**src/wlan_ie_security_classifier_unit_assert.svh**
```systemverilog
// ----------------------------------------------------------------------------
// WLAN IE security classifier assertion macros
// Concurrent checks clocked on clk_i and disabled while rst_ni is low.
// ----------------------------------------------------------------------------
`ifndef WLAN_IE_SECURITY_CLASSIFIER_UNIT_ASSERT_SVH
`define WLAN_IE_SECURITY_CLASSIFIER_UNIT_ASSERT_SVH

// Property must hold at every clock edge out of reset.
`define WICS_ASSERT(lbl, prop, msg) \
  lbl: assert property (@(posedge clk_i) disable iff (!rst_ni) (prop)) else $error(msg);

// Condition must never be true at a clock edge out of reset.
`define WICS_ASSERT_NEVER(lbl, cond, msg) \
  lbl: assert property (@(posedge clk_i) disable iff (!rst_ni) !(cond)) else $error(msg);

`endif

```
**src/wics_pkg.sv**
```systemverilog
// ----------------------------------------------------------------------------
// WLAN IE security classifier package
// Field widths, element codes, result codes and shared types.
// ----------------------------------------------------------------------------
package wics_pkg;

  localparam int unsigned SsidMaxLenDef = 32;

  localparam int unsigned BYTE_W = 8;
  localparam int unsigned IDX_W  = 5;
  localparam int unsigned LEN_W  = 6;
  localparam int unsigned CAP_W  = 16;

  // Element ids
  localparam logic [BYTE_W-1:0] ELEM_SSID   = 8'd0;
  localparam logic [BYTE_W-1:0] ELEM_RSN    = 8'd48;
  localparam logic [BYTE_W-1:0] ELEM_VENDOR = 8'd221;

  // Minimum vendor body length to hold the WPA OUI and type
  localparam logic [BYTE_W-1:0] WPA_HDR_LEN = 8'd4;

  // Privacy bit in the capability word
  localparam int unsigned PRIV_BIT = 4;

  typedef enum logic [1:0] {
    KIND_NONE   = 2'd0,
    KIND_HIDDEN = 2'd1,
    KIND_NAMED  = 2'd2
  } kind_e;

  typedef enum logic [2:0] {
    SEC_OPEN     = 3'd0,
    SEC_WEP      = 3'd1,
    SEC_WPA      = 3'd2,
    SEC_WPA2     = 3'd3,
    SEC_WPA_WPA2 = 3'd4
  } sec_e;

  // Frame summary handed from the parser to the result sequencer
  typedef struct packed {
    kind_e            kind;
    logic [LEN_W-1:0] len;
    sec_e             sec;
    logic             keep;
    logic             bank;
  } run_t;

  // WPA vendor prefix 00 50 F2 01
  function automatic logic [BYTE_W-1:0] wpa_oui_byte(input logic [1:0] pos);
    logic [BYTE_W-1:0] b;
    case (pos)
      2'd0:    b = 8'h00;
      2'd1:    b = 8'h50;
      2'd2:    b = 8'hF2;
      default: b = 8'h01;
    endcase
    return b;
  endfunction

endpackage

```
**src/wics_ssid_ram.sv**
```systemverilog
// ----------------------------------------------------------------------------
// WICS SSID store
// Two banks of SSID bytes, one write port and one registered read port.
// ----------------------------------------------------------------------------
module wics_ssid_ram #(
  parameter int unsigned Depth = 2 * wics_pkg::SsidMaxLenDef,
  parameter int unsigned AddrW = $clog2(Depth)
) (
  input  logic                        clk_i,
  input  logic                        we_i,
  input  logic [AddrW-1:0]            waddr_i,
  input  logic [wics_pkg::BYTE_W-1:0] wdata_i,
  input  logic                        re_i,
  input  logic [AddrW-1:0]            raddr_i,
  output logic [wics_pkg::BYTE_W-1:0] rdata_o
);

  logic [wics_pkg::BYTE_W-1:0] mem [Depth];
  logic [wics_pkg::BYTE_W-1:0] rdata_q;

  always_ff @(posedge clk_i) begin
    if (we_i) begin
      mem[waddr_i] <= wdata_i;
    end
    if (re_i) begin
      rdata_q <= mem[raddr_i];
    end
  end

  assign rdata_o = rdata_q;

endmodule

```
**src/wics_parser.sv**
```systemverilog
// ----------------------------------------------------------------------------
// WICS element parser
// Walks id/length/body triples one byte per transfer, stores SSID bodies,
// tracks RSN/WPA flags and forms the frame summary on the last byte.
// ----------------------------------------------------------------------------
`include "wlan_ie_security_classifier_unit_assert.svh"

module wics_parser #(
  parameter int unsigned SsidMaxLen = wics_pkg::SsidMaxLenDef,
  parameter int unsigned AddrW      = $clog2(2 * SsidMaxLen)
) (
  input  logic                        clk_i,
  input  logic                        rst_ni,
  input  logic                        accept_i,
  input  logic [wics_pkg::BYTE_W-1:0] ie_byte_i,
  input  logic                        last_byte_i,
  input  logic [wics_pkg::CAP_W-1:0]  capability_i,
  input  logic                        capability_present_i,
  output logic                        wr_en_o,
  output logic [AddrW-1:0]            wr_addr_o,
  output logic [wics_pkg::BYTE_W-1:0] wr_data_o,
  output logic                        frame_done_o,
  output wics_pkg::run_t              run_o
);

  typedef enum logic [1:0] {
    PH_ID,
    PH_LEN,
    PH_BODY
  } phase_e;

  localparam logic [wics_pkg::BYTE_W-1:0] MaxLen = wics_pkg::BYTE_W'(SsidMaxLen);

  phase_e                      phase_q, phase_d;
  logic [wics_pkg::BYTE_W-1:0] elem_id_q, elem_id_d;
  logic [wics_pkg::BYTE_W-1:0] elem_len_q, elem_len_d;
  logic [wics_pkg::BYTE_W-1:0] body_cnt_q, body_cnt_d;
  logic                        oui_q, oui_d;
  logic                        rsn_q, rsn_d;
  logic                        wpa_q, wpa_d;
  logic                        bank_q, bank_d;
  wics_pkg::kind_e             kind_q, kind_d;
  logic [wics_pkg::LEN_W-1:0]  clen_q, clen_d;
  logic                        fin;

  always_comb begin
    phase_d    = phase_q;
    elem_id_d  = elem_id_q;
    elem_len_d = elem_len_q;
    body_cnt_d = body_cnt_q;
    oui_d      = oui_q;
    rsn_d      = rsn_q;
    wpa_d      = wpa_q;
    bank_d     = bank_q;
    kind_d     = kind_q;
    clen_d     = clen_q;
    fin        = 1'b0;
    wr_en_o    = 1'b0;
    wr_data_o  = ie_byte_i;
    wr_addr_o  = bank_q ? AddrW'(SsidMaxLen) + AddrW'(body_cnt_q) : AddrW'(body_cnt_q);

    if (accept_i) begin
      unique case (phase_q)
        PH_ID: begin
          elem_id_d = ie_byte_i;
          phase_d   = PH_LEN;
        end
        PH_LEN: begin
          elem_len_d = ie_byte_i;
          body_cnt_d = '0;
          oui_d      = 1'b1;
          if (ie_byte_i == '0) begin
            fin = 1'b1;
          end else begin
            phase_d = PH_BODY;
          end
        end
        PH_BODY: begin
          if (elem_id_q == wics_pkg::ELEM_SSID && body_cnt_q < MaxLen) begin
            wr_en_o = 1'b1;
          end
          if (body_cnt_q < wics_pkg::WPA_HDR_LEN &&
              ie_byte_i != wics_pkg::wpa_oui_byte(body_cnt_q[1:0])) begin
            oui_d = 1'b0;
          end
          body_cnt_d = body_cnt_q + 1'b1;
          if (body_cnt_d == elem_len_q) begin
            fin = 1'b1;
          end
        end
        default: phase_d = PH_ID;
      endcase
    end

    // Element takes effect on its final byte
    if (fin) begin
      phase_d = PH_ID;
      if (elem_id_d == wics_pkg::ELEM_SSID) begin
        if (elem_len_d != '0 && elem_len_d <= MaxLen) begin
          kind_d = wics_pkg::KIND_NAMED;
          clen_d = elem_len_d[wics_pkg::LEN_W-1:0];
          bank_d = ~bank_q;
        end else begin
          kind_d = wics_pkg::KIND_HIDDEN;
          clen_d = '0;
        end
      end else if (elem_id_d == wics_pkg::ELEM_RSN) begin
        rsn_d = 1'b1;
      end else if (elem_id_d == wics_pkg::ELEM_VENDOR) begin
        if (elem_len_d >= wics_pkg::WPA_HDR_LEN && oui_d) begin
          wpa_d = 1'b1;
        end
      end
    end

    run_o.kind = kind_d;
    run_o.len  = clen_d;
    run_o.keep = (kind_d != wics_pkg::KIND_NONE);
    run_o.bank = ~bank_d;
    if (rsn_d && wpa_d) begin
      run_o.sec = wics_pkg::SEC_WPA_WPA2;
    end else if (rsn_d) begin
      run_o.sec = wics_pkg::SEC_WPA2;
    end else if (wpa_d) begin
      run_o.sec = wics_pkg::SEC_WPA;
    end else if (capability_present_i && capability_i[wics_pkg::PRIV_BIT]) begin
      run_o.sec = wics_pkg::SEC_WEP;
    end else begin
      run_o.sec = wics_pkg::SEC_OPEN;
    end

    frame_done_o = accept_i && last_byte_i;

    // Per-frame state restarts after the frame end; bank and store persist
    if (frame_done_o) begin
      phase_d    = PH_ID;
      elem_id_d  = '0;
      elem_len_d = '0;
      body_cnt_d = '0;
      oui_d      = 1'b1;
      rsn_d      = 1'b0;
      wpa_d      = 1'b0;
      kind_d     = wics_pkg::KIND_NONE;
      clen_d     = '0;
    end
  end

  always_ff @(posedge clk_i or negedge rst_ni) begin
    if (!rst_ni) begin
      phase_q    <= PH_ID;
      elem_id_q  <= '0;
      elem_len_q <= '0;
      body_cnt_q <= '0;
      oui_q      <= 1'b1;
      rsn_q      <= 1'b0;
      wpa_q      <= 1'b0;
      bank_q     <= 1'b0;
      kind_q     <= wics_pkg::KIND_NONE;
      clen_q     <= '0;
    end else begin
      phase_q    <= phase_d;
      elem_id_q  <= elem_id_d;
      elem_len_q <= elem_len_d;
      body_cnt_q <= body_cnt_d;
      oui_q      <= oui_d;
      rsn_q      <= rsn_d;
      wpa_q      <= wpa_d;
      bank_q     <= bank_d;
      kind_q     <= kind_d;
      clen_q     <= clen_d;
    end
  end

  `WICS_ASSERT(a_body_nonzero_len, phase_q == PH_BODY |-> elem_len_q != '0, "body phase with zero length")
  `WICS_ASSERT(a_frame_restart, frame_done_o |=> phase_q == PH_ID && !rsn_q && !wpa_q && kind_q == wics_pkg::KIND_NONE, "frame state not cleared")
  `WICS_ASSERT_NEVER(a_wr_outside_body, wr_en_o && phase_q != PH_BODY, "store write outside body")

endmodule

```
**src/wics_emitter.sv**
```systemverilog
// ----------------------------------------------------------------------------
// WICS result sequencer
// Steps through the committed SSID one byte per cycle unless output stalls,
// reading the store into a stage register, then into the output register.
// ----------------------------------------------------------------------------
`include "wlan_ie_security_classifier_unit_assert.svh"

module wics_emitter #(
  parameter int unsigned SsidMaxLen = wics_pkg::SsidMaxLenDef,
  parameter int unsigned AddrW      = $clog2(2 * SsidMaxLen)
) (
  input  logic                        clk_i,
  input  logic                        rst_ni,
  input  logic                        start_i,
  input  wics_pkg::run_t              run_i,
  output logic                        busy_o,
  output logic                        rd_en_o,
  output logic [AddrW-1:0]            rd_addr_o,
  input  logic [wics_pkg::BYTE_W-1:0] rd_data_i,
  output logic                        out_valid_o,
  input  logic                        out_ready_i,
  output logic [wics_pkg::BYTE_W-1:0] ssid_byte_o,
  output logic [wics_pkg::IDX_W-1:0]  ssid_index_o,
  output logic [1:0]                  ssid_kind_o,
  output logic [wics_pkg::LEN_W-1:0]  ssid_length_o,
  output logic [2:0]                  security_o,
  output logic                        keep_o,
  output logic                        last_result_o
);

  // run bookkeeping
  wics_pkg::run_t             run_q;
  logic [wics_pkg::LEN_W-1:0] cnt_q, cnt_d;
  logic [wics_pkg::IDX_W-1:0] idx_q, idx_d;
  logic [wics_pkg::LEN_W-1:0] n;
  logic                       named_run;

  // read stage (data sits in the store's read register)
  logic                       s1_vld_q, s1_vld_d;
  wics_pkg::run_t             s1_run_q;
  logic [wics_pkg::IDX_W-1:0] s1_idx_q;
  logic                       s1_last_q;

  // output register
  logic                        out_vld_q, out_vld_d;
  logic [wics_pkg::BYTE_W-1:0] out_byte_q;
  logic [wics_pkg::IDX_W-1:0]  out_idx_q;
  wics_pkg::kind_e             out_kind_q;
  logic [wics_pkg::LEN_W-1:0]  out_len_q;
  wics_pkg::sec_e              out_sec_q;
  logic                        out_keep_q;
  logic                        out_last_q;

  logic out_load;
  logic issue;

  assign named_run = run_i.kind == wics_pkg::KIND_NAMED && run_i.len != '0 &&
                     int'(run_i.len) <= int'(SsidMaxLen);
  assign n         = named_run ? run_i.len : wics_pkg::LEN_W'(1);

  assign busy_o   = cnt_q != '0;
  assign out_load = s1_vld_q && (!out_vld_q || out_ready_i);
  assign issue    = busy_o && (!s1_vld_q || out_load);

  assign rd_en_o   = issue;
  assign rd_addr_o = run_q.bank ? AddrW'(SsidMaxLen) + AddrW'(idx_q) : AddrW'(idx_q);

  always_comb begin
    cnt_d = cnt_q;
    idx_d = idx_q;
    if (start_i) begin
      cnt_d = n;
      idx_d = '0;
    end else if (issue) begin
      cnt_d = cnt_q - 1'b1;
      idx_d = idx_q + 1'b1;
    end

    if (issue) begin
      s1_vld_d = 1'b1;
    end else if (out_load) begin
      s1_vld_d = 1'b0;
    end else begin
      s1_vld_d = s1_vld_q;
    end

    if (out_load) begin
      out_vld_d = 1'b1;
    end else if (out_ready_i) begin
      out_vld_d = 1'b0;
    end else begin
      out_vld_d = out_vld_q;
    end
  end

  always_ff @(posedge clk_i or negedge rst_ni) begin
    if (!rst_ni) begin
      cnt_q     <= '0;
      idx_q     <= '0;
      s1_vld_q  <= 1'b0;
      out_vld_q <= 1'b0;
    end else begin
      cnt_q     <= cnt_d;
      idx_q     <= idx_d;
      s1_vld_q  <= s1_vld_d;
      out_vld_q <= out_vld_d;
    end
  end

  always_ff @(posedge clk_i) begin
    if (start_i) begin
      run_q <= run_i;
    end
    if (issue) begin
      s1_run_q  <= run_q;
      s1_idx_q  <= idx_q;
      s1_last_q <= cnt_q == wics_pkg::LEN_W'(1);
    end
    if (out_load) begin
      out_byte_q <= (s1_run_q.kind == wics_pkg::KIND_NAMED) ? rd_data_i : '0;
      out_idx_q  <= s1_idx_q;
      out_kind_q <= s1_run_q.kind;
      out_len_q  <= s1_run_q.len;
      out_sec_q  <= s1_run_q.sec;
      out_keep_q <= s1_run_q.keep;
      out_last_q <= s1_last_q;
    end
  end

  assign out_valid_o   = out_vld_q;
  assign ssid_byte_o   = out_byte_q;
  assign ssid_index_o  = out_idx_q;
  assign ssid_kind_o   = out_kind_q;
  assign ssid_length_o = out_len_q;
  assign security_o    = out_sec_q;
  assign keep_o        = out_keep_q;
  assign last_result_o = out_last_q;

  `WICS_ASSERT_NEVER(a_start_while_busy, start_i && busy_o, "frame end taken during a run")
  `WICS_ASSERT(a_last_tagged, issue && cnt_q == wics_pkg::LEN_W'(1) |=> s1_vld_q && s1_last_q, "final read not tagged last")
  `WICS_ASSERT(a_unnamed_single, out_vld_q && out_kind_q != wics_pkg::KIND_NAMED |-> out_last_q && out_idx_q == '0 && out_len_q == '0, "unnamed run not a single zero result")

endmodule

```
**src/wlan_ie_security_classifier_unit.sv**
```systemverilog
// ----------------------------------------------------------------------------
// WLAN IE security classifier
// Parses an information-element byte stream, classifies security and
// emits the SSID of each frame as a run of results.
// ----------------------------------------------------------------------------
//  channel  | signals                             | moves
//  ---------+-------------------------------------+-----------------------
//  in       | in_valid_i / in_ready_o             | one IE byte per transfer
//  out      | out_valid_o / out_ready_i           | one SSID byte per transfer
//
// Bytes are taken one per cycle while no run is reading; the parser state updates
// in the accepting cycle. On a last byte the run of n results (SSID length, or 1)
// reads the store one byte per cycle unless output stalls; intake pauses until
// its last read issues. Results pass through a read stage and an output register,
// so output stalls back up into the run but not into bytes already accepted.
// Reset clears all control state; the SSID store is not cleared.
// ----------------------------------------------------------------------------
module wlan_ie_security_classifier_unit #(
  parameter int unsigned SsidMaxLen = wics_pkg::SsidMaxLenDef
) (
  input  logic                        clk_i,
  input  logic                        rst_ni,
  input  logic                        in_valid_i,
  output logic                        in_ready_o,
  input  logic [wics_pkg::BYTE_W-1:0] ie_byte_i,
  input  logic                        last_byte_i,
  input  logic [wics_pkg::CAP_W-1:0]  capability_i,
  input  logic                        capability_present_i,
  output logic                        out_valid_o,
  input  logic                        out_ready_i,
  output logic [wics_pkg::BYTE_W-1:0] ssid_byte_o,
  output logic [wics_pkg::IDX_W-1:0]  ssid_index_o,
  output logic [1:0]                  ssid_kind_o,
  output logic [wics_pkg::LEN_W-1:0]  ssid_length_o,
  output logic [2:0]                  security_o,
  output logic                        keep_o,
  output logic                        last_result_o
);

  localparam int unsigned Depth = 2 * SsidMaxLen;
  localparam int unsigned AddrW = $clog2(Depth);

  logic                        accept;
  logic                        busy;
  logic                        wr_en;
  logic [AddrW-1:0]            wr_addr;
  logic [wics_pkg::BYTE_W-1:0] wr_data;
  logic                        frame_done;
  wics_pkg::run_t              run;
  logic                        rd_en;
  logic [AddrW-1:0]            rd_addr;
  logic [wics_pkg::BYTE_W-1:0] rd_data;

  assign in_ready_o = !busy;
  assign accept     = in_valid_i && in_ready_o;

  wics_parser #(
    .SsidMaxLen(SsidMaxLen),
    .AddrW     (AddrW)
  ) u_parser (
    .clk_i               (clk_i),
    .rst_ni              (rst_ni),
    .accept_i            (accept),
    .ie_byte_i           (ie_byte_i),
    .last_byte_i         (last_byte_i),
    .capability_i        (capability_i),
    .capability_present_i(capability_present_i),
    .wr_en_o             (wr_en),
    .wr_addr_o           (wr_addr),
    .wr_data_o           (wr_data),
    .frame_done_o        (frame_done),
    .run_o               (run)
  );

  wics_ssid_ram #(
    .Depth(Depth),
    .AddrW(AddrW)
  ) u_ssid_ram (
    .clk_i  (clk_i),
    .we_i   (wr_en),
    .waddr_i(wr_addr),
    .wdata_i(wr_data),
    .re_i   (rd_en),
    .raddr_i(rd_addr),
    .rdata_o(rd_data)
  );

  wics_emitter #(
    .SsidMaxLen(SsidMaxLen),
    .AddrW     (AddrW)
  ) u_emitter (
    .clk_i        (clk_i),
    .rst_ni       (rst_ni),
    .start_i      (frame_done),
    .run_i        (run),
    .busy_o       (busy),
    .rd_en_o      (rd_en),
    .rd_addr_o    (rd_addr),
    .rd_data_i    (rd_data),
    .out_valid_o  (out_valid_o),
    .out_ready_i  (out_ready_i),
    .ssid_byte_o  (ssid_byte_o),
    .ssid_index_o (ssid_index_o),
    .ssid_kind_o  (ssid_kind_o),
    .ssid_length_o(ssid_length_o),
    .security_o   (security_o),
    .keep_o       (keep_o),
    .last_result_o(last_result_o)
  );

endmodule
```
**config.mk**
```make
export PLATFORM = sky130hd
export DESIGN_NAME = wlan_ie_security_classifier_unit
export DESIGN_NICKNAME = d
export VERILOG_FILES = /design/src/wics_pkg.sv /design/src/wics_ssid_ram.sv /design/src/wics_parser.sv /design/src/wics_emitter.sv /design/src/wlan_ie_security_classifier_unit.sv
export VERILOG_INCLUDE_DIRS = /design/src /design/src/src
export SDC_FILE = /design/constraint.sdc
export NUM_CORES = 1
export LEC_CHECK = 0
export ABC_CLOCK_PERIOD_IN_PS = 5230
export BUFFER_PORTS_ARGS = -buffer_cell sky130_fd_sc_hd__buf_2
export CAP_MARGIN = 15
export CORE_MARGIN = 4
export CORE_UTILIZATION = 50
export DETAILED_ROUTE_END_ITERATION = 7
export PLACE_DENSITY = 0.66
export SETUP_SLACK_MARGIN = 0.1
export SLEW_MARGIN = 20
export SYNTH_ARGS = -nofsm -noshare
export SYNTH_HDL_FRONTEND = slang
export SYNTH_HIERARCHICAL = 1
export SYNTH_SLANG_ARGS = --single-unit
```
**constraint.sdc**
```tcl
create_clock -name clk_i -period 5.23 [get_ports clk_i]
set_clock_uncertainty 0.2 [all_clocks]
set_input_delay 0.523 -clock clk_i [delete_from_list [all_inputs] [get_ports clk_i]]
set_output_delay 0.523 -clock clk_i [all_outputs]
set_load 0.005 [all_outputs]
```
==> summary.txt <==
Outcome
  • Outcome: complete, no violations

Global route
  • Largest net degree at the start of global routing: 71
  • GR Util All Layers: 20.2%
  • Routing usage on met2: 32.1%
  • Initial antenna violation count: 0
  • GRT Residual Overflow: 0
  • GR peak layer: met2
  • GR Util met3: 3.98%
  • Met1 Use GR: 28.9%
  • First-pass GRT wire length: 81,600 µm
  • Number of global-route vias before repair: 12,899

CTS
  • # clock sinks: 628
  • Root Buffer: clkbuf_16
  • Worst skew pair latency: 0.63 ns
  • CTS buffer count: 60
  • CTS tree: yes
  • # H-tree levels: 2
  • Post-CTS Setup Bufs: 0
  • Clock slew at reported path FFs: 0.06 ns
  • Max clock buf depth: 3

Layout
  • Finished Core Util: 56.7%
  • Antenna cells: 0
  • Layout Cells excl Fill: 2,167
  • # fillers: 3,733
  • Leading cell type in the layout, fill and taps excluded: edfxtp_1
  • Most frequent cells in the layout: 577 x edfxtp_1, 126 x mux4_2, 114 x nor2_1, 60 x clkbuf_16, 59 x nand2_1
  • Syn-to-layout area delta: 11.9%
  • Share of layout cells above drive strength 1: 23.3%
  • Final nets: 1,484

Placed design
  • I/O Buffers: 42
  • Worst slack at placement: 0.990 ns
  • DP Cell Count: 2,051
  • Post-DP HPWL: 32,900 µm
  • Placer congestion estimate: 0.792

Hold path
  • Hold_sp: capability_i[4]
  • Hold path endpoint: u_emitter/run_q[2]
  • Hold Crit Class: in -> reg
  • Hold Path Stages: 3

Worst setup path
  • Slowest CP cell: nor2_1
  • Reg2reg start: u_emitter/cnt_q[0]
  • R2r setup slk: 0.90 ns
  • FF-to-FF End: u_ssid_ram/mem[34][3]
  • CP required: 5.28 ns
  • CP startpoint kind: flop
  • Crit end category: flop
  • R2R depth: 11
  • Crit-path cells: inv_1, ha_1, nand2_1, nor2b_1, buf_4, nand2_1, nor3b_1, buf_4, nor2b_1, nand2_1, nor2_1
  • Crit Path Max Fanout: 17
  • Largest stage delay on the critical path: 0.88 ns
  • Critical Path AT: 4.37 ns
  • CP dominant cell by count: nand2_1
  • Setup CP Type: reg -> reg

Job
  • Max Cap Viol: 0

Routing
  • Residual DRC: 0
  • Remaining antenna violation count: 0
  • Via/cell ratio: 5.96
  • Detailed Routing Iterations Pass 1: 5
  • Total Wirelength: 54,300 µm
  • Vias: 12,915
  • WL/cell: 25.0 µm
  • Drt initial violations: 1,368

Timing
  • Slew margin rel.: 28.7%
  • Final hold vios: 0
  • Post-layout min period: 4.33 ns
  • Fin crit share: 82.8%
  • Setup TNS: 0 ns
  • Setup ws final: 0.901 ns
  • Max-slew violation count: 0
  • Worst-Margin Slew: 1.07 ns
  • Setup violators final: 0
  • Fmax: 0.231 GHz
  • RSZ-0062 raised after global routing: false

Floorplanning
  • Core area: 50,200 µm²
  • IO Pins: 58
  • Die area: 54,500 µm²
  • Initial Util: 50.6%
  • Die Ht: 233 µm
  • Row Count: 82
  • Die Wd: 233 µm

Yosys
  • Yosys reg bits: 628
  • Register area share after synthesis: 73.2%
  • Post-synth ARST share: 8.12%
  • Syn_nets: 1,418
  • Mapped Area: 25,400 µm²
  • Prevailing post-synth register cell: edfxtp_1
  • Ys Warns: 6
  • Synth Instances: 1,377
  • EDFF count, synth: 577
  • Syn_area_per_cell: 18.5 µm²
  • Post-synth cell types: 84

Power
  • Peak VDD IR: 0.300 mV
  • Tot Pwr: 0.0136 W
  • Pwr Density: 477 nW/µm²
  • Pleak: 9.39 nW
registers in the layout, summed over array words and instances, names as in the netlist, 5 cells and up:
signal                   cells
u_parser/elem_id_q           8
u_emitter/idx_q              5
u_ssid_ram/rdata_o           8
u_emitter/run_q             13
u_emitter/cnt_q              6
u_emitter/ssid_length_o      6
u_emitter/s1_idx_q           5
u_parser/elem_len_q          8
u_emitter/ssid_byte_o        8
u_parser/body_cnt_q          8
u_emitter/s1_run_q          12
u_emitter/ssid_index_o       5
u_parser/clen_q              6
u_ssid_ram/mem             512
cell usage after synthesis (14+ instances only):
cell / n / share of area, %
edfxtp_1: 577 / 68
mux4_2: 126 / 11
nor2_1: 114 / 1.7
nand2_1: 59 / 0.87
dfrtp_1: 50 / 4.9
mux2i_1: 33 / 1.3
buf_4: 32 / 0.95
a21oi_1: 25 / 0.49
clkbuf_1: 24 / 0.35
nand3_1: 20 / 0.39
xnor2_1: 18 / 0.62
o21ai_0: 17 / 0.33
nor2b_1: 16 / 0.39
inv_1: 15 / 0.22
and2_1: 14 / 0.34
critical path: cells and delay by family (launching register included):
kind | cells | cell delay [ns]
buffers and inverters | 3 | 0.55
adder cells (fa/ha/maj) | 1 | 0.42
flip-flops | 1 | 0.40
AND/OR/NAND/NOR | 7 | 2.37
where the power goes:
| part | switching, W | internal [W] | total (W) | leakage (nW) |
|---|---|---|---|---|
| logic | 0.00153 | 0.00145 | 0.00298 | 2.46 |
| registers | 0.000402 | 0.00566 | 0.00606 | 5.90 |
| clock network | 0.00185 | 0.00267 | 0.00452 | 1.03 |
| total | 0.00378 | 0.00978 | 0.0136 | 9.39 |
how the worst max path moves through the flow:
stage / from / to / slack (ns) / cells after the start
2_1_floorplan: u_emitter/cnt_q[3] / u_emitter/cnt_q[0] / 1.50 / 14
3_3_place_gp: u_emitter/cnt_q[0] / u_emitter/cnt_q[0] / 1.05 / 14
3_5_place_dp: u_emitter/cnt_q[0] / u_ssid_ram/mem[22][5] / 0.99 / 11
4_1_cts: u_emitter/cnt_q[0] / u_ssid_ram/mem[22][5] / 0.95 / 11
5_1_grt: u_emitter/cnt_q[0] / u_ssid_ram/mem[22][5] / 0.69 / 11
6_report: u_emitter/cnt_q[0] / u_ssid_ram/mem[34][3] / 0.90 / 11
per-stage QoR:
stage | area, µm² | hold WS (ns)
2_1_floorplan | 25400 | 0.0274
3_3_place_gp | 26300 | 0.202
3_5_place_dp | 26300 | 0.206
4_1_cts | 28400 | 0.0412
5_1_grt | 28400 | 0.0780
6_report | 28400 | 0.0627
cells by family (layout without fill, tap and decap cells):
kind of cell / Yosys count / count (layout) / share of synthesized area [%]
AO/OA/AOI/OAI: 150 / 150 / 4.37
XOR/XNOR: 25 / 25 / 0.862
AND/OR/NAND/NOR: 295 / 295 / 5.73
multiplexers: 172 / 172 / 13.0
buffers and inverters: 96 / 214 / 2.23
flip-flops: 628 / 628 / 73.2
adder cells (fa/ha/maj): 11 / 11 / 0.542
what timing repair did:
action / in CTS / in global routing
hold endpoints to repair: 51 / 0
hold buffers: 2 / 0
gates resized for setup: 0 / 0
cell type report:
type                    count  area [µm²]  area share, %
multi-input cells         653        6240           22.0
inverters                  15        56.3          0.198
well taps                 672         841           2.96
flip-flops and latches    628       18600           65.5
repair buffers             85         563           1.98
clock buffers              73        1630           5.74
clock inverters            41         473           1.66
per-layer routing:
metal,part of all wire [%],wire (µm),vias to the layer above
li1,-,-,5645
met1,42,22900,6760
met2,49,26600,432
met3,6.7,3620,78
met4,2.2,1180,0
met5,0,0,-
Power figures use the tool's default switching activity.
